$ cat src/rtl/delta_timer_queue_core_defines.svh
// Assertion macros for the delta timer queue core.
// Depends on nothing; taken in by files that assert by `include.
`ifndef DELTA_TIMER_QUEUE_CORE_DEFINES_SVH
`define DELTA_TIMER_QUEUE_CORE_DEFINES_SVH
`ifndef SYNTHESIS
`define DTQ_ASSERT_IMP(label, clk, rst, ante, cons) \
   label: assert property (@(posedge clk) disable iff (rst) (ante) |-> (cons)) \
      else $error("delta timer queue: same-cycle check failed");
`define DTQ_ASSERT_NXT(label, clk, rst, ante, cons) \
   label: assert property (@(posedge clk) disable iff (rst) (ante) |=> (cons)) \
      else $error("delta timer queue: next-cycle check failed");
`else
`define DTQ_ASSERT_IMP(label, clk, rst, ante, cons)
`define DTQ_ASSERT_NXT(label, clk, rst, ante, cons)
`endif
`endif

$ cat src/rtl/dtq_pkg.sv
// Types and codes shared by the delta timer queue core.
// Depends on nothing.
`default_nettype none
package dtq_pkg;

   localparam int THREAD_ID_BITS = 6;
   localparam int TICKS_BITS     = 32;

   localparam logic [1:0] FUNC_ENQUEUE = 2'd0;
   localparam logic [1:0] FUNC_POP     = 2'd1;
   localparam logic [1:0] FUNC_DETACH  = 2'd2;
   localparam logic [1:0] FUNC_QUERY   = 2'd3;

   localparam logic [1:0] STATUS_OK       = 2'd0;
   localparam logic [1:0] STATUS_BAD_TIME = 2'd1;
   localparam logic [1:0] STATUS_QUEUED   = 2'd2;
   localparam logic [1:0] STATUS_MISSING  = 2'd3;

   typedef struct packed {
      logic [1:0]                func;
      logic [THREAD_ID_BITS-1:0] thread_id;
      logic [TICKS_BITS-1:0]     ticks;
   } req_type;

   typedef struct packed {
      logic [THREAD_ID_BITS-1:0] result_thread;
      logic [1:0]                status;
      logic                      is_queued;
      logic [TICKS_BITS-1:0]     head_delta;
   } rsp_type;

   typedef enum logic [3:0] {
      ST_CLEAR,
      ST_IDLE,
      ST_CHECK,
      ST_WALK_INS,
      ST_INS_FIX,
      ST_INS_TAIL,
      ST_WALK_DEL,
      ST_DEL_FOLLOW,
      ST_DEL_CLR
   } state_type;

endpackage
`default_nettype wire

$ cat src/rtl/dtq_ram.sv
// Simple dual-port synchronous RAM, one write and one registered read port.
// Depends on nothing.
`default_nettype none
module dtq_ram #(
   parameter int DEPTH  = 64,
   parameter int ADDR_W = 6,
   parameter int WIDTH  = 32
) (
   input  wire logic              clock,
   input  wire logic [ADDR_W-1:0] rd_addr,
   output logic      [WIDTH-1:0]  rd_data,
   input  wire logic              wr_en,
   input  wire logic [ADDR_W-1:0] wr_addr,
   input  wire logic [WIDTH-1:0]  wr_data
);

   logic [WIDTH-1:0] mem [DEPTH];
   logic [WIDTH-1:0] rd_data_ff;

   always_ff @(posedge clock) begin
      if (wr_en) begin
         mem[wr_addr] <= wr_data;
      end
      rd_data_ff <= mem[rd_addr];
   end

   assign rd_data = rd_data_ff;

endmodule
`default_nettype wire

$ cat src/rtl/delta_timer_queue_core.sv
// Delta-list timer queue: sequencer, head/tail registers and two link/delta RAMs.
// Depends on dtq_pkg, dtq_ram and delta_timer_queue_core_defines.svh.
//
//   channel   | ports                    | handshake
//   ----------+--------------------------+-------------------------------
//   request   | start, busy, req_word    | taken when start && !busy
//   response  | rsp_valid, rsp_word      | one-cycle strobe, no backpressure
//
// Query, empty-pop, enqueue into an empty list and rejected words answer from ST_CHECK.
// Other enqueue and detach words walk the list one entry per cycle through the RAM read port,
// bounded by a guard counter at NUM_THREADS entries; pop and detach of the head do not walk.
// After reset a clearing pass writes every link entry, with busy high.
// The response cannot be stalled; busy is low again in the strobe cycle.
`default_nettype none
`include "delta_timer_queue_core_defines.svh"
module delta_timer_queue_core #(
   parameter int NUM_THREADS = 64,
   parameter int DELTA_BITS  = 32
) (
   input  wire logic             clock,
   input  wire logic             reset,
   input  wire logic             start,
   output logic                  busy,
   input  wire dtq_pkg::req_type req_word,
   output logic                  rsp_valid,
   output dtq_pkg::rsp_type      rsp_word
);

   localparam int IDX_W   = (NUM_THREADS > 1) ? $clog2(NUM_THREADS) : 1;
   localparam int LINK_W  = IDX_W + 1;
   localparam int GUARD_W = IDX_W + 1;

   dtq_pkg::state_type state_ff, state_in;

   logic [1:0]                         func_ff, func_in;
   logic [dtq_pkg::THREAD_ID_BITS-1:0] tid_ff, tid_in;
   logic [IDX_W-1:0]                   id_ff, id_in;
   logic                               valid_ff, valid_in;
   logic [DELTA_BITS-1:0]              rem_ff, rem_in;
   logic [IDX_W-1:0]                   p_ff, p_in;
   logic [IDX_W-1:0]                   prev_ff, prev_in;
   logic                               first_ff, first_in;
   logic [GUARD_W-1:0]                 guard_ff, guard_in;
   logic [IDX_W-1:0]                   tnext_ff, tnext_in;
   logic [DELTA_BITS-1:0]              tdelta_ff, tdelta_in;
   logic [DELTA_BITS-1:0]              dfix_ff, dfix_in;
   logic [IDX_W-1:0]                   head_ff, head_in;
   logic [IDX_W-1:0]                   tail_ff, tail_in;
   logic                               empty_ff, empty_in;
   logic [DELTA_BITS-1:0]              hdelta_ff, hdelta_in;
   logic [IDX_W-1:0]                   clr_ff, clr_in;
   logic                               rsp_valid_ff, rsp_valid_in;
   dtq_pkg::rsp_type                   rsp_ff, rsp_in;

   logic [IDX_W-1:0]      rd_addr;
   logic [LINK_W-1:0]     link_q;
   logic [DELTA_BITS-1:0] delta_q;
   logic                  link_we;
   logic [IDX_W-1:0]      link_wa;
   logic [LINK_W-1:0]     link_wd;
   logic                  delta_we;
   logic [IDX_W-1:0]      delta_wa;
   logic [DELTA_BITS-1:0] delta_wd;

   logic                  link_flag;
   logic [IDX_W-1:0]      link_next;
   logic                  req_in_range;
   logic                  rem_gt;
   logic [DELTA_BITS-1:0] rem_sub;
   logic [DELTA_BITS-1:0] d_sub;
   logic [DELTA_BITS-1:0] d_sum;
   logic [IDX_W-1:0]      tgt;

   dtq_ram #(.DEPTH(NUM_THREADS), .ADDR_W(IDX_W), .WIDTH(LINK_W)) u_link_ram (
      .clock   (clock),
      .rd_addr (rd_addr),
      .rd_data (link_q),
      .wr_en   (link_we),
      .wr_addr (link_wa),
      .wr_data (link_wd)
   );

   dtq_ram #(.DEPTH(NUM_THREADS), .ADDR_W(IDX_W), .WIDTH(DELTA_BITS)) u_delta_ram (
      .clock   (clock),
      .rd_addr (rd_addr),
      .rd_data (delta_q),
      .wr_en   (delta_we),
      .wr_addr (delta_wa),
      .wr_data (delta_wd)
   );

   assign link_flag    = link_q[IDX_W];
   assign link_next    = link_q[IDX_W-1:0];
   assign req_in_range = int'(req_word.thread_id) < NUM_THREADS;
   assign rem_gt       = rem_ff > delta_q;
   assign rem_sub      = rem_ff - delta_q;
   assign d_sub        = delta_q - rem_ff;
   assign d_sum        = delta_q + tdelta_ff;
   assign tgt          = (func_ff == dtq_pkg::FUNC_POP) ? head_ff : id_ff;

   always_ff @(posedge clock) begin
      if (reset) begin
         state_ff     <= dtq_pkg::ST_CLEAR;
         clr_ff       <= '0;
         head_ff      <= '0;
         tail_ff      <= '0;
         empty_ff     <= 1'b1;
         hdelta_ff    <= '0;
         rsp_valid_ff <= 1'b0;
      end else begin
         state_ff     <= state_in;
         clr_ff       <= clr_in;
         head_ff      <= head_in;
         tail_ff      <= tail_in;
         empty_ff     <= empty_in;
         hdelta_ff    <= hdelta_in;
         rsp_valid_ff <= rsp_valid_in;
      end
   end

   always_ff @(posedge clock) begin
      func_ff   <= func_in;
      tid_ff    <= tid_in;
      id_ff     <= id_in;
      valid_ff  <= valid_in;
      rem_ff    <= rem_in;
      p_ff      <= p_in;
      prev_ff   <= prev_in;
      first_ff  <= first_in;
      guard_ff  <= guard_in;
      tnext_ff  <= tnext_in;
      tdelta_ff <= tdelta_in;
      dfix_ff   <= dfix_in;
      rsp_ff    <= rsp_in;
   end

   always_comb begin
      logic do_unlink;
      do_unlink    = 1'b0;
      state_in     = state_ff;
      func_in      = func_ff;
      tid_in       = tid_ff;
      id_in        = id_ff;
      valid_in     = valid_ff;
      rem_in       = rem_ff;
      p_in         = p_ff;
      prev_in      = prev_ff;
      first_in     = first_ff;
      guard_in     = guard_ff;
      tnext_in     = tnext_ff;
      tdelta_in    = tdelta_ff;
      dfix_in      = dfix_ff;
      head_in      = head_ff;
      tail_in      = tail_ff;
      empty_in     = empty_ff;
      hdelta_in    = hdelta_ff;
      clr_in       = clr_ff;
      rsp_valid_in = 1'b0;
      rsp_in       = rsp_ff;
      rd_addr      = p_ff;
      link_we      = 1'b0;
      link_wa      = id_ff;
      link_wd      = '0;
      delta_we     = 1'b0;
      delta_wa     = id_ff;
      delta_wd     = rem_ff;

      case (state_ff)
         dtq_pkg::ST_CLEAR: begin
            link_we = 1'b1;
            link_wa = clr_ff;
            link_wd = '0;
            clr_in  = clr_ff + 1'b1;
            if (clr_ff == IDX_W'(NUM_THREADS - 1)) begin
               state_in = dtq_pkg::ST_IDLE;
            end
         end
         dtq_pkg::ST_IDLE: begin
            if (start) begin
               func_in  = req_word.func;
               tid_in   = req_word.thread_id;
               id_in    = IDX_W'(req_word.thread_id);
               valid_in = req_in_range;
               rem_in   = DELTA_BITS'(req_word.ticks);
               rd_addr  = (req_word.func == dtq_pkg::FUNC_POP) ? head_ff
                                                              : IDX_W'(req_word.thread_id);
               state_in = dtq_pkg::ST_CHECK;
            end
         end
         dtq_pkg::ST_CHECK: begin
            rsp_in.result_thread = tid_ff;
            rsp_in.status        = dtq_pkg::STATUS_OK;
            rsp_in.is_queued     = 1'b0;
            case (func_ff)
               dtq_pkg::FUNC_ENQUEUE: begin
                  if (!valid_ff || rem_ff == '0) begin
                     rsp_in.status    = dtq_pkg::STATUS_BAD_TIME;
                     rsp_in.is_queued = valid_ff & link_flag;
                     rsp_valid_in     = 1'b1;
                     state_in         = dtq_pkg::ST_IDLE;
                  end else if (link_flag) begin
                     rsp_in.status    = dtq_pkg::STATUS_QUEUED;
                     rsp_in.is_queued = 1'b1;
                     rsp_valid_in     = 1'b1;
                     state_in         = dtq_pkg::ST_IDLE;
                  end else if (empty_ff) begin
                     link_we          = 1'b1;
                     link_wd          = {1'b1, {IDX_W{1'b0}}};
                     delta_we         = 1'b1;
                     head_in          = id_ff;
                     tail_in          = id_ff;
                     empty_in         = 1'b0;
                     hdelta_in        = rem_ff;
                     rsp_in.is_queued = 1'b1;
                     rsp_valid_in     = 1'b1;
                     state_in         = dtq_pkg::ST_IDLE;
                  end else begin
                     p_in     = head_ff;
                     prev_in  = head_ff;
                     first_in = 1'b1;
                     guard_in = '0;
                     rd_addr  = head_ff;
                     state_in = dtq_pkg::ST_WALK_INS;
                  end
               end
               dtq_pkg::FUNC_POP: begin
                  if (empty_ff) begin
                     rsp_in.result_thread = '0;
                     rsp_in.status        = dtq_pkg::STATUS_MISSING;
                     rsp_valid_in         = 1'b1;
                     state_in             = dtq_pkg::ST_IDLE;
                  end else begin
                     id_in                = head_ff;
                     tid_in               = dtq_pkg::THREAD_ID_BITS'(head_ff);
                     rsp_in.result_thread = dtq_pkg::THREAD_ID_BITS'(head_ff);
                     do_unlink            = 1'b1;
                  end
               end
               dtq_pkg::FUNC_DETACH: begin
                  if (!valid_ff || !link_flag) begin
                     rsp_in.status = dtq_pkg::STATUS_MISSING;
                     rsp_valid_in  = 1'b1;
                     state_in      = dtq_pkg::ST_IDLE;
                  end else begin
                     do_unlink = 1'b1;
                  end
               end
               default: begin
                  rsp_in.status    = valid_ff ? dtq_pkg::STATUS_OK : dtq_pkg::STATUS_MISSING;
                  rsp_in.is_queued = valid_ff & link_flag;
                  rsp_valid_in     = 1'b1;
                  state_in         = dtq_pkg::ST_IDLE;
               end
            endcase
            if (do_unlink) begin
               tnext_in  = link_next;
               tdelta_in = delta_q;
               if (tgt == head_ff) begin
                  if (tgt == tail_ff) begin
                     empty_in     = 1'b1;
                     link_we      = 1'b1;
                     link_wa      = tgt;
                     link_wd      = {1'b0, link_next};
                     rsp_valid_in = 1'b1;
                     state_in     = dtq_pkg::ST_IDLE;
                  end else begin
                     head_in  = link_next;
                     rd_addr  = link_next;
                     state_in = dtq_pkg::ST_DEL_FOLLOW;
                  end
               end else begin
                  prev_in  = head_ff;
                  guard_in = '0;
                  rd_addr  = head_ff;
                  state_in = dtq_pkg::ST_WALK_DEL;
               end
            end
         end
         dtq_pkg::ST_WALK_INS: begin
            if (rem_gt) begin
               rem_in = rem_sub;
               if (p_ff == tail_ff || guard_ff >= GUARD_W'(NUM_THREADS)) begin
                  link_we  = 1'b1;
                  link_wd  = {1'b1, {IDX_W{1'b0}}};
                  delta_we = 1'b1;
                  delta_wd = rem_sub;
                  state_in = dtq_pkg::ST_INS_TAIL;
               end else begin
                  prev_in  = p_ff;
                  first_in = 1'b0;
                  p_in     = link_next;
                  guard_in = guard_ff + 1'b1;
                  rd_addr  = link_next;
               end
            end else begin
               link_we  = 1'b1;
               link_wd  = {1'b1, p_ff};
               delta_we = 1'b1;
               delta_wd = rem_ff;
               dfix_in  = d_sub;
               if (first_ff) begin
                  head_in   = id_ff;
                  hdelta_in = rem_ff;
               end
               state_in = dtq_pkg::ST_INS_FIX;
            end
         end
         dtq_pkg::ST_INS_FIX: begin
            delta_we = 1'b1;
            delta_wa = p_ff;
            delta_wd = dfix_ff;
            if (!first_ff) begin
               link_we = 1'b1;
               link_wa = prev_ff;
               link_wd = {1'b1, id_ff};
            end
            rsp_in.status    = dtq_pkg::STATUS_OK;
            rsp_in.is_queued = 1'b1;
            rsp_valid_in     = 1'b1;
            state_in         = dtq_pkg::ST_IDLE;
         end
         dtq_pkg::ST_INS_TAIL: begin
            link_we          = 1'b1;
            link_wa          = tail_ff;
            link_wd          = {1'b1, id_ff};
            tail_in          = id_ff;
            rsp_in.status    = dtq_pkg::STATUS_OK;
            rsp_in.is_queued = 1'b1;
            rsp_valid_in     = 1'b1;
            state_in         = dtq_pkg::ST_IDLE;
         end
         dtq_pkg::ST_WALK_DEL: begin
            if (prev_ff != tail_ff && link_next != id_ff
                && guard_ff < GUARD_W'(NUM_THREADS)) begin
               prev_in  = link_next;
               guard_in = guard_ff + 1'b1;
               rd_addr  = link_next;
            end else begin
               link_we = 1'b1;
               link_wa = prev_ff;
               link_wd = {link_flag, tnext_ff};
               if (id_ff == tail_ff) begin
                  tail_in  = prev_ff;
                  state_in = dtq_pkg::ST_DEL_CLR;
               end else begin
                  rd_addr  = tnext_ff;
                  state_in = dtq_pkg::ST_DEL_FOLLOW;
               end
            end
         end
         dtq_pkg::ST_DEL_FOLLOW: begin
            delta_we = 1'b1;
            delta_wa = tnext_ff;
            delta_wd = d_sum;
            if (tnext_ff == head_ff) begin
               hdelta_in = d_sum;
            end
            link_we          = 1'b1;
            link_wd          = {1'b0, tnext_ff};
            rsp_in.status    = dtq_pkg::STATUS_OK;
            rsp_in.is_queued = 1'b0;
            rsp_valid_in     = 1'b1;
            state_in         = dtq_pkg::ST_IDLE;
         end
         dtq_pkg::ST_DEL_CLR: begin
            link_we          = 1'b1;
            link_wd          = {1'b0, tnext_ff};
            rsp_in.status    = dtq_pkg::STATUS_OK;
            rsp_in.is_queued = 1'b0;
            rsp_valid_in     = 1'b1;
            state_in         = dtq_pkg::ST_IDLE;
         end
         default: begin
            state_in = dtq_pkg::ST_IDLE;
         end
      endcase

      if (rsp_valid_in) begin
         rsp_in.head_delta = empty_in ? '0 : dtq_pkg::TICKS_BITS'(hdelta_in);
      end
   end

   assign busy      = (state_ff != dtq_pkg::ST_IDLE);
   assign rsp_valid = rsp_valid_ff;
   assign rsp_word  = rsp_ff;

   `DTQ_ASSERT_IMP(a_rsp_when_idle, clock, reset, rsp_valid, !busy)
   `DTQ_ASSERT_NXT(a_busy_after_start, clock, reset, start && !busy, busy && !rsp_valid)
   `DTQ_ASSERT_IMP(a_empty_head_zero, clock, reset, rsp_valid && empty_ff, rsp_word.head_delta == '0)
   `DTQ_ASSERT_IMP(a_queued_flag, clock, reset, rsp_valid && rsp_word.status == dtq_pkg::STATUS_QUEUED, rsp_word.is_queued)

endmodule
`default_nettype wire

$ cat config.mk
export PLATFORM = sky130hd
export DESIGN_NAME = delta_timer_queue_core
export DESIGN_NICKNAME = d
export VERILOG_FILES = /design/src/rtl/dtq_pkg.sv /design/src/rtl/dtq_ram.sv /design/src/rtl/delta_timer_queue_core.sv
export VERILOG_INCLUDE_DIRS = /design/src /design/src/rtl
export SDC_FILE = /design/constraint.sdc
export NUM_CORES = 2
export LEC_CHECK = 0
export BUFFER_PORTS_ARGS = -buffer_cell sky130_fd_sc_hd__buf_2
export CAP_MARGIN = 40
export CELL_PAD_IN_SITES_DETAIL_PLACEMENT = 0
export CELL_PAD_IN_SITES_GLOBAL_PLACEMENT = 1
export CORE_MARGIN = 2
export CORE_UTILIZATION = 60
export DETAILED_ROUTE_END_ITERATION = 12
export PLACE_DENSITY_LB_ADDON = 0.1
export SLEW_MARGIN = 20
export SYNTH_ARGS = -nofsm -noshare
export SYNTH_HDL_FRONTEND = slang
export SYNTH_HIERARCHICAL = 1
export SYNTH_SLANG_ARGS = --single-unit
$ cat constraint.sdc
create_clock -name clock -period 15.7 [get_ports clock]
set_input_delay 0.785 -clock clock [delete_from_list [all_inputs] [get_ports clock]]
set_output_delay 0.785 -clock clock [all_outputs]
set_load 0.05 [all_outputs]
Yosys cells after proc, flatten, opt, wreduce, memory -nomap -nowiden
Memories as Yosys holds them, arrays and structs flattened. A register that Yosys moved wholly into a read port is not among the register bits.
Index checks and enable logic that the tools add are counted.
{"block": "op_classes", "eq_ne": 38, "n_shift": 0, "magnitude_cmp": 3, "bitwise": 1, "n_mul": 0, "add_sub_neg": 5, "reduce_logical": 30, "mux": 160, "div_mod_pow": 0}
{"op": "32-bit two-way mux", "count": 11}
{"op": "6-bit two-way mux", "count": 49}
{"op": "32-bit one-hot mux with 3 select lines", "count": 2}
{"op": "7-bit two-way mux", "count": 20}
{"op": "32-bit one-hot mux with 2 select lines", "count": 1}
{"op": "32-bit subtractor", "count": 2}
{"op": "6-bit one-hot mux with 2 select lines", "count": 5}
{"op": "7-bit one-hot mux with 6 select lines", "count": 1}
{"op": "4-bit two-way mux", "count": 10}
{"op": "1-bit two-way mux", "count": 37}
{"op": "6-bit one-hot mux with 3 select lines", "count": 2}
{"op": "32-bit adder", "count": 1}
{"op": "32-bit greater-than comparator", "count": 1}
{"op": "32-bit logical NOT", "count": 1}
{"op": "6-bit equality test", "count": 5}
{"op": "6-bit one-hot mux with 5 select lines", "count": 1}
{"op": "2-bit inequality test, second input constant", "count": 14}
{"op": "6-bit one-hot mux with 4 select lines", "count": 1}
{"op": "7-bit one-hot mux with 3 select lines", "count": 1}
{"op": "4-bit one-hot mux with 5 select lines", "count": 1}
{"op": "4-bit by 3-bit equality test with 1-bit output, second input constant", "count": 4}
{"op": "7-bit AND reduction", "count": 2}
{"op": "2-bit two-way mux", "count": 6}
{"op": "6-bit inequality test", "count": 2}
{"op": "other kinds (35)", "count": 57}
{"block": "word_totals", "regBits": 233, "rom_bits": 0, "ramBits": 2496, "elab_cells": 261, "out_inout_bits": 43, "in_bits": 43, "latchBits": 0, "n_memories": 2}
{"name": "u_delta_ram.mem", "words": 64, "word_bits": 32, "rd": 1, "rd_clocked_by_memory_dff": 1, "wr": 1, "line": "dtq_ram.sv:17", "rtl": "logic [WIDTH-1:0] mem [DEPTH];"}
{"name": "u_link_ram.mem", "words": 64, "word_bits": 7, "rd": 1, "rd_clocked_by_memory_dff": 1, "wr": 1, "line": "dtq_ram.sv:17"}

Longest topological paths before layout
{"block": "logic_depth", "ltp_word": 10, "mapped_depth": 24}

Hierarchy
Netlist, hierarchy kept.
{"module": "dtq_ram at u_delta_ram", "area_each_um2": 79039.6, "cells_each": 3511, "n_inst": 1}
{"module": "dtq_ram at u_link_ram", "area_each_um2": 17673.2, "cells_each": 837, "n_inst": 1}
{"module": "delta_timer_queue_core", "area_each_um2": 17226.5, "cells_each": 1967, "n_inst": 1}

Least setup slack after synthesis
No wires, ideal clock.
{"block": "synth_path", "path_kind": "flip-flop to flip-flop", "from": "register rem_ff[26]", "to": "register rem_ff[0], enable pin", "path_stages_with_launch": 11, "n_path_buf": 2, "period_less_slack_ns": 7.958, "setup_slack_ns": 7.742, "arrival_time_ns": 7.363, "setup_time_ns": 0.595, "path_cell_list": "edfxtp_1 > inv_1 > ha_1 > buf_2 > and2_1 > nand2_1 > or4_1 > o221ai_1 > a21oi_4 > clkbuf_1 > a2111oi_0"}
{"block": "synth_between", "elab_chain_cells": 3}
{"item": "start, declared", "line": "delta_timer_queue_core.sv:39", "rtl": "logic [DELTA_BITS-1:0] rem_ff, rem_in;"}
{"item": "start signal, assigned", "line": "delta_timer_queue_core.sv:126", "rtl": "rem_ff <= rem_in;"}
{"item": "32-bit greater-than comparator", "line": "delta_timer_queue_core.sv:95", "rtl": "assign rem_gt = rem_ff > delta_q;"}
{"item": "2-bit inequality test (no source line)"}
{"item": "3-bit AND reduction (no source line)"}
Every way passes these cells.
A chain may end at the register's enable or synchronous reset.

Worst setup path after layout
{"block": "layout_path", "from": "register u_delta_ram.rd_data_ff[24], in the netlist u_delta_ram/rd_data[24] (read register of u_delta_ram.mem)", "to": "register u_delta_ram.rd_data_ff[22], in the netlist u_delta_ram/rd_data[22] (read register of u_delta_ram.mem)"}
{"block": "layout_between", "elab_chain_cells": 3}
{"item": "start, declared", "line": "dtq_ram.sv:18", "rtl": "logic [WIDTH-1:0] rd_data_ff;"}
{"item": "32-bit greater-than comparator", "line": "delta_timer_queue_core.sv:95"}
{"item": "6-bit two-way mux"}
{"item": "6-bit one-hot mux with 4 select lines", "line": "delta_timer_queue_core.sv:168", "rtl": "case (state_ff)"}
{"item": "via rd_addr[0]", "line": "delta_timer_queue_core.sv:55", "rtl": "logic [IDX_W-1:0] rd_addr;"}
The timed path passes the listed nets, and every way through them passes these cells.

==> results_tabular.tex <==
\begin{tabular}{lr}
\hline
Metric & Value \\
\hline
\multicolumn{2}{l}{\textbf{Synthesis}} \\
\quad Yosys warns & 6 \\
\quad Share of the yosys chip area belonging to registers & between 70\% and 80\% \\
\quad Cell count after synthesis & 6315 \\
\quad Proportion of netlist area held by the largest area contributor & slightly above 70\% \\
\quad EDFF count, synth & about 2700 \\
\quad Most instantiated flip-flop cell in the synthesis netlist & sky130\_fd\_sc\_hd\_\_edfxtp\_1 \\
\quad Post-synth top area cell & sky130\_fd\_sc\_hd\_\_edfxtp\_1 \\
\quad Number of nets in the synthesized netlist & roughly 6500 \\
\quad Share of flip-flops with an asynchronous set or reset after synthesis & 0\% \\
\quad Seq cells post-synth & 2768 \\
\quad Top cells by count, synth & 2673 x sky130\_fd\_sc\_hd\_\_edfxtp\_1, 558 x sky130\_fd\_sc\_hd\_\_mux4\_2, 318 x sky130\_fd\_sc\_hd\_\_nor2\_1 \\
\quad Most used standard cell by instance count after synthesis & sky130\_fd\_sc\_hd\_\_edfxtp\_1 \\
\quad Leading post-synthesis cells by cell area & sky130\_fd\_sc\_hd\_\_edfxtp\_1 70\%, sky130\_fd\_sc\_hd\_\_mux4\_2 11\%, sky130\_fd\_sc\_hd\_\_mux2i\_1 2.1\% \\
\quad Mapped cell area & 0.114 mm2 \\
\quad Syn\_area\_per\_cell & approximately 18 um2 \\
\quad Number of distinct library cells after synthesis & 81 \\
\multicolumn{2}{l}{\textbf{Worst setup path}} \\
\quad Capture point of the worst reg-to-reg path & u\_delta\_ram/rd\_data[22] \\
\quad Worst path required time & $\sim$16000 ps \\
\quad Depth of the most critical reg-to-reg path & 17 \\
\quad Critical path launch point type & register \\
\quad Critical path type & register to register \\
\quad Highest fanout seen on the critical path & about 100 \\
\quad Data arrival time of the critical path & about 9000 ps \\
\quad Slack of the worst reg-to-reg path & $\sim$7400 ps \\
\quad Start of the worst register-to-register path & u\_delta\_ram/rd\_data[24] \\
\quad Worst Setup End Kind & register \\
\multicolumn{2}{l}{\textbf{Timing}} \\
\quad Period Utilization, post-route & between 50\% and 60\% \\
\quad Total Negative Setup Slacks & 0 ps \\
\quad Measured slew at the worst slew-check pin & about 1300 ps \\
\quad Unrepaired setup endpoints after global routing & false \\
\quad Final Setup Violations & 0 \\
\quad Minimum clock period & slightly above 8000 ps \\
\quad Worst clock skew & between 50 and 60 ps \\
\quad Top achievable clock speed & 120 MHz \\
\quad Count of endpoints failing hold in the final timing report & 0 \\
\quad Final-report max-slew violation count & 0 \\
\quad Headroom to the max-slew limit & between 10\% and 20\% \\
\multicolumn{2}{l}{\textbf{Detailed routing}} \\
\quad Number of design rule violations left after detail routing & 0 \\
\quad Antenna Violating Nets Remaining & 0 \\
\quad Via count & about 64000 \\
\quad Vias per cell & slightly below 7 \\
\quad Avg WL per Cell & 34.6 um \\
\quad First-pass iteration count of the detailed router & 8 \\
\quad DRC violation total after the first TritonRoute iteration & 8955 \\
\quad Routed Wire Length & $\sim$320 mm \\
\multicolumn{2}{l}{\textbf{Worst hold path}} \\
\quad Worst hold path type & input port to register \\
\quad Worst Hold Launch & req\_word[39] \\
\quad Worst hold path cell count & 1 \\
\quad Hold endpoint & func\_ff[1] \\
\multicolumn{2}{l}{\textbf{Outcome}} \\
\quad Outcome & finished, final reports clean \\
\multicolumn{2}{l}{\textbf{Die}} \\
\quad Effective utilization at floorplan & approximately three fifths \\
\quad Std-Cell Core Area & 0.188 mm2 \\
\quad Horiz. Die Dim & around 440 um \\
\quad Die Y & $\sim$440 um \\
\quad Standard-cell row count & between 150 and 200 \\
\quad Number of top-level pins & 86 \\
\quad Die Area & slightly below 0.2 mm2 \\
\multicolumn{2}{l}{\textbf{Clock tree}} \\
\quad Inserted Clock Buffers & $\sim$300 \\
\quad Clk pin slew, worst setup/hold paths & 60 ps \\
\quad CTS tree & built \\
\quad Hold buffer count at CTS & 0 \\
\quad Number of setup buffers added after CTS & 0 \\
\quad Buffers from clock root to sink, at most & 4 \\
\quad Clock sink count & around 2800 \\
\quad Worst skew pair latency & approximately 940 ps \\
\quad CTS H-tree lvls & 5 \\
\quad Root Buffer Master & sky130\_fd\_sc\_hd\_\_clkbuf\_16 \\
\quad CTS resizes & 0 \\
\multicolumn{2}{l}{\textbf{Pwr}} \\
\quad IR drop worst, VDD & $\sim$0.13 mV \\
\quad Total power density per cell area & roughly 130 mW/mm2 \\
\quad Leakage power & about 41 nW \\
\multicolumn{2}{l}{\textbf{Placed design}} \\
\quad Last weighted congestion value of the routability-driven placer & $\sim$0.90 \\
\quad Port Buffer Count & 85 \\
\quad Hpwl dp & about 190 mm \\
\quad Area post-placement & roughly 0.12 mm2 \\
\multicolumn{2}{l}{\textbf{Final layout}} \\
\quad Final instance area & roughly 0.13 mm2 \\
\quad Filler cell count in the final layout & 12310 \\
\quad Area occupied by multi-input gates & a little over 0.03 mm2 \\
\quad Combined flip-flop and latch cell area & around 0.082 mm2 \\
\quad Utilization of the core after routing & between 60\% and 70\% \\
\quad Count of nets after finishing & 6698 \\
\quad Proportion of layout cells with a drive suffix above 1 & a little over a fifth \\
\quad Area growth, synth to finish & 12.0\% \\
\multicolumn{2}{l}{\textbf{Global routing}} \\
\quad Via count of the first global-routing pass & 62541 \\
\quad Total congestion overflow & 0 \\
\quad Initial antenna violation count & 17 \\
\quad First-pass GRT wire length & approximately 460 mm \\
\quad Overall Global Routing Usage & about a third \\
\quad Maximum number of pins on one net before global-route repair & $\sim$110 \\
\multicolumn{2}{l}{\textbf{Job}} \\
\quad Max\_cap viols & 0 \\
\hline
\end{tabular}
## per-layer routing
metal / routed length, um / global-route usage (%) / vias to the layer above
li1: - / - / 26205
met1: 122000 / 47.3 / 33139
met2: 151000 / 52.0 / 3784
met3: 34000 / 6.52 / 631
met4: 13700 / 13.0 / 10
met5: 81 / 0 / -
## metrics by stage
stage	power [W]	worst slack, ps	cells	hold slack (ps)
global route	0.0171	7080	9253	57.6
CTS	0.0167	7560	9233	25.4
global placement	0.0102	7030	8683	494
floorplan	0.00953	7740	6315	451
finish	0.0166	7390	9256	86.2
detailed placement	0.0102	7570	8732	500
## cell type report
| type | instances | area share, % |
|---|---|---|
| clock inverters | 129 | 0.837 |
| multi-input cells | 3037 | 23.6 |
| flip-flops and latches | 2768 | 64.4 |
| inverters | 123 | 0.362 |
| well taps | 2495 | 2.45 |
| diodes | 4 | 0.00785 |
| repair buffers | 328 | 2.11 |
| clock buffers | 372 | 6.18 |
## registers in the layout, indices dropped and copies added, names as in the netlist, 6 cells and up
| name | flops |
|---|---|
| u_delta_ram/mem | 2048 |
| u_link_ram/mem | 448 |
| rsp_word | 41 |
| dfix_ff | 32 |
| hdelta_ff | 32 |
| rem_ff | 32 |
| tdelta_ff | 32 |
| u_delta_ram/rd_data | 32 |
| guard_ff | 7 |
| u_link_ram/rd_data | 7 |
| clr_ff | 6 |
| head_ff | 6 |
| id_ff | 6 |
| p_ff | 6 |
| prev_ff | 6 |
| tail_ff | 6 |
| tid_ff | 6 |
| tnext_ff | 6 |
## cells by family (layout without fill, tap and decap cells)
group / Yosys count / in the layout / synth area share (%)
AOI/OAI and AO/OA: 1026 / 1026 / 6.23
xor gates and xnor gates: 132 / 132 / 1.01
adders and majority gates: 103 / 103 / 1.15
buffers and inverters: 510 / 952 / 2.21
DFF: 2768 / 2768 / 72.1
muxes: 817 / 817 / 13.3
other: 0 / 4 / 0
and+or+nand+nor: 959 / 959 / 3.95
## layout by cell type, fill, tap and decap left out, types with 18 or more instances in the layout
cell                           n
sky130_fd_sc_hd__nor2_4       69
sky130_fd_sc_hd__o211ai_1     26
sky130_fd_sc_hd__o221ai_1     29
sky130_fd_sc_hd__o22ai_1      68
sky130_fd_sc_hd__mux2i_1     242
sky130_fd_sc_hd__buf_12       18
sky130_fd_sc_hd__clkinv_2     44
sky130_fd_sc_hd__clkinv_1     52
sky130_fd_sc_hd__nand3b_1     18
sky130_fd_sc_hd__buf_2       104
sky130_fd_sc_hd__a222oi_1     44
sky130_fd_sc_hd__o21ai_0     158
sky130_fd_sc_hd__inv_1       120
sky130_fd_sc_hd__or2_2        18
sky130_fd_sc_hd__ha_1        100
sky130_fd_sc_hd__nor4_1       19
sky130_fd_sc_hd__buf_4       183
sky130_fd_sc_hd__nor3_1       47
sky130_fd_sc_hd__nand3_1      93
sky130_fd_sc_hd__xor2_1       52
sky130_fd_sc_hd__clkbuf_16   300
sky130_fd_sc_hd__nand2_1     238
sky130_fd_sc_hd__edfxtp_1   2673
sky130_fd_sc_hd__nor2b_1      33
sky130_fd_sc_hd__nand4_1      25
sky130_fd_sc_hd__a22oi_1     157
sky130_fd_sc_hd__clkbuf_1     62
sky130_fd_sc_hd__a21o_1       39
sky130_fd_sc_hd__nand2b_1     36
sky130_fd_sc_hd__a211oi_1     37
sky130_fd_sc_hd__a221oi_1     28
sky130_fd_sc_hd__a21oi_1     170
sky130_fd_sc_hd__mux4_2      558
sky130_fd_sc_hd__xnor2_1      80
sky130_fd_sc_hd__and2_1       18
sky130_fd_sc_hd__nor2_1      249
sky130_fd_sc_hd__a22o_1       19
sky130_fd_sc_hd__a31oi_1      48
sky130_fd_sc_hd__dfxtp_1      95
sky130_fd_sc_hd__and3_1       19
## worst max-delay path, stage by stage, from the launching register on
cell and delay (ps):
sky130_fd_sc_hd__dfxtp_1 860, sky130_fd_sc_hd__ha_1 520, sky130_fd_sc_hd__and4_1 290, sky130_fd_sc_hd__nand2_1 70, sky130_fd_sc_hd__or4_1 590, sky130_fd_sc_hd__or4_4 520
sky130_fd_sc_hd__a21oi_4 510, sky130_fd_sc_hd__nor3_1 270, sky130_fd_sc_hd__or2_0 420, sky130_fd_sc_hd__a22oi_1 320, sky130_fd_sc_hd__o2111ai_4 420, sky130_fd_sc_hd__buf_12 390
sky130_fd_sc_hd__buf_12 440, sky130_fd_sc_hd__mux4_2 570, sky130_fd_sc_hd__mux2i_1 100, sky130_fd_sc_hd__mux2i_1 240, sky130_fd_sc_hd__a21oi_1 160, sky130_fd_sc_hd__a221oi_1 780
## worst max-delay path by stage
stage,cells past startpoint,endpoint,start
floorplan,10,rem_ff[0],rem_ff[26]
global placement,17,u_delta_ram/rd_data[23],u_delta_ram/rd_data[29]
detailed placement,16,u_delta_ram/rd_data[3],u_delta_ram/rd_data[24]
CTS,16,u_delta_ram/rd_data[3],u_delta_ram/rd_data[24]
global route,16,u_delta_ram/rd_data[3],u_delta_ram/rd_data[24]
finish,17,u_delta_ram/rd_data[22],u_delta_ram/rd_data[24]
## power breakdown
group,switching (W),internal (W),total [W]
clock network,0.00275,0.00381,0.00656
logic,0.00116,0.000630,0.00179
registers,0.000110,0.00817,0.00828
total,0.00402,0.0126,0.0166
No activity file was read; power rests on OpenSTA's default activity.
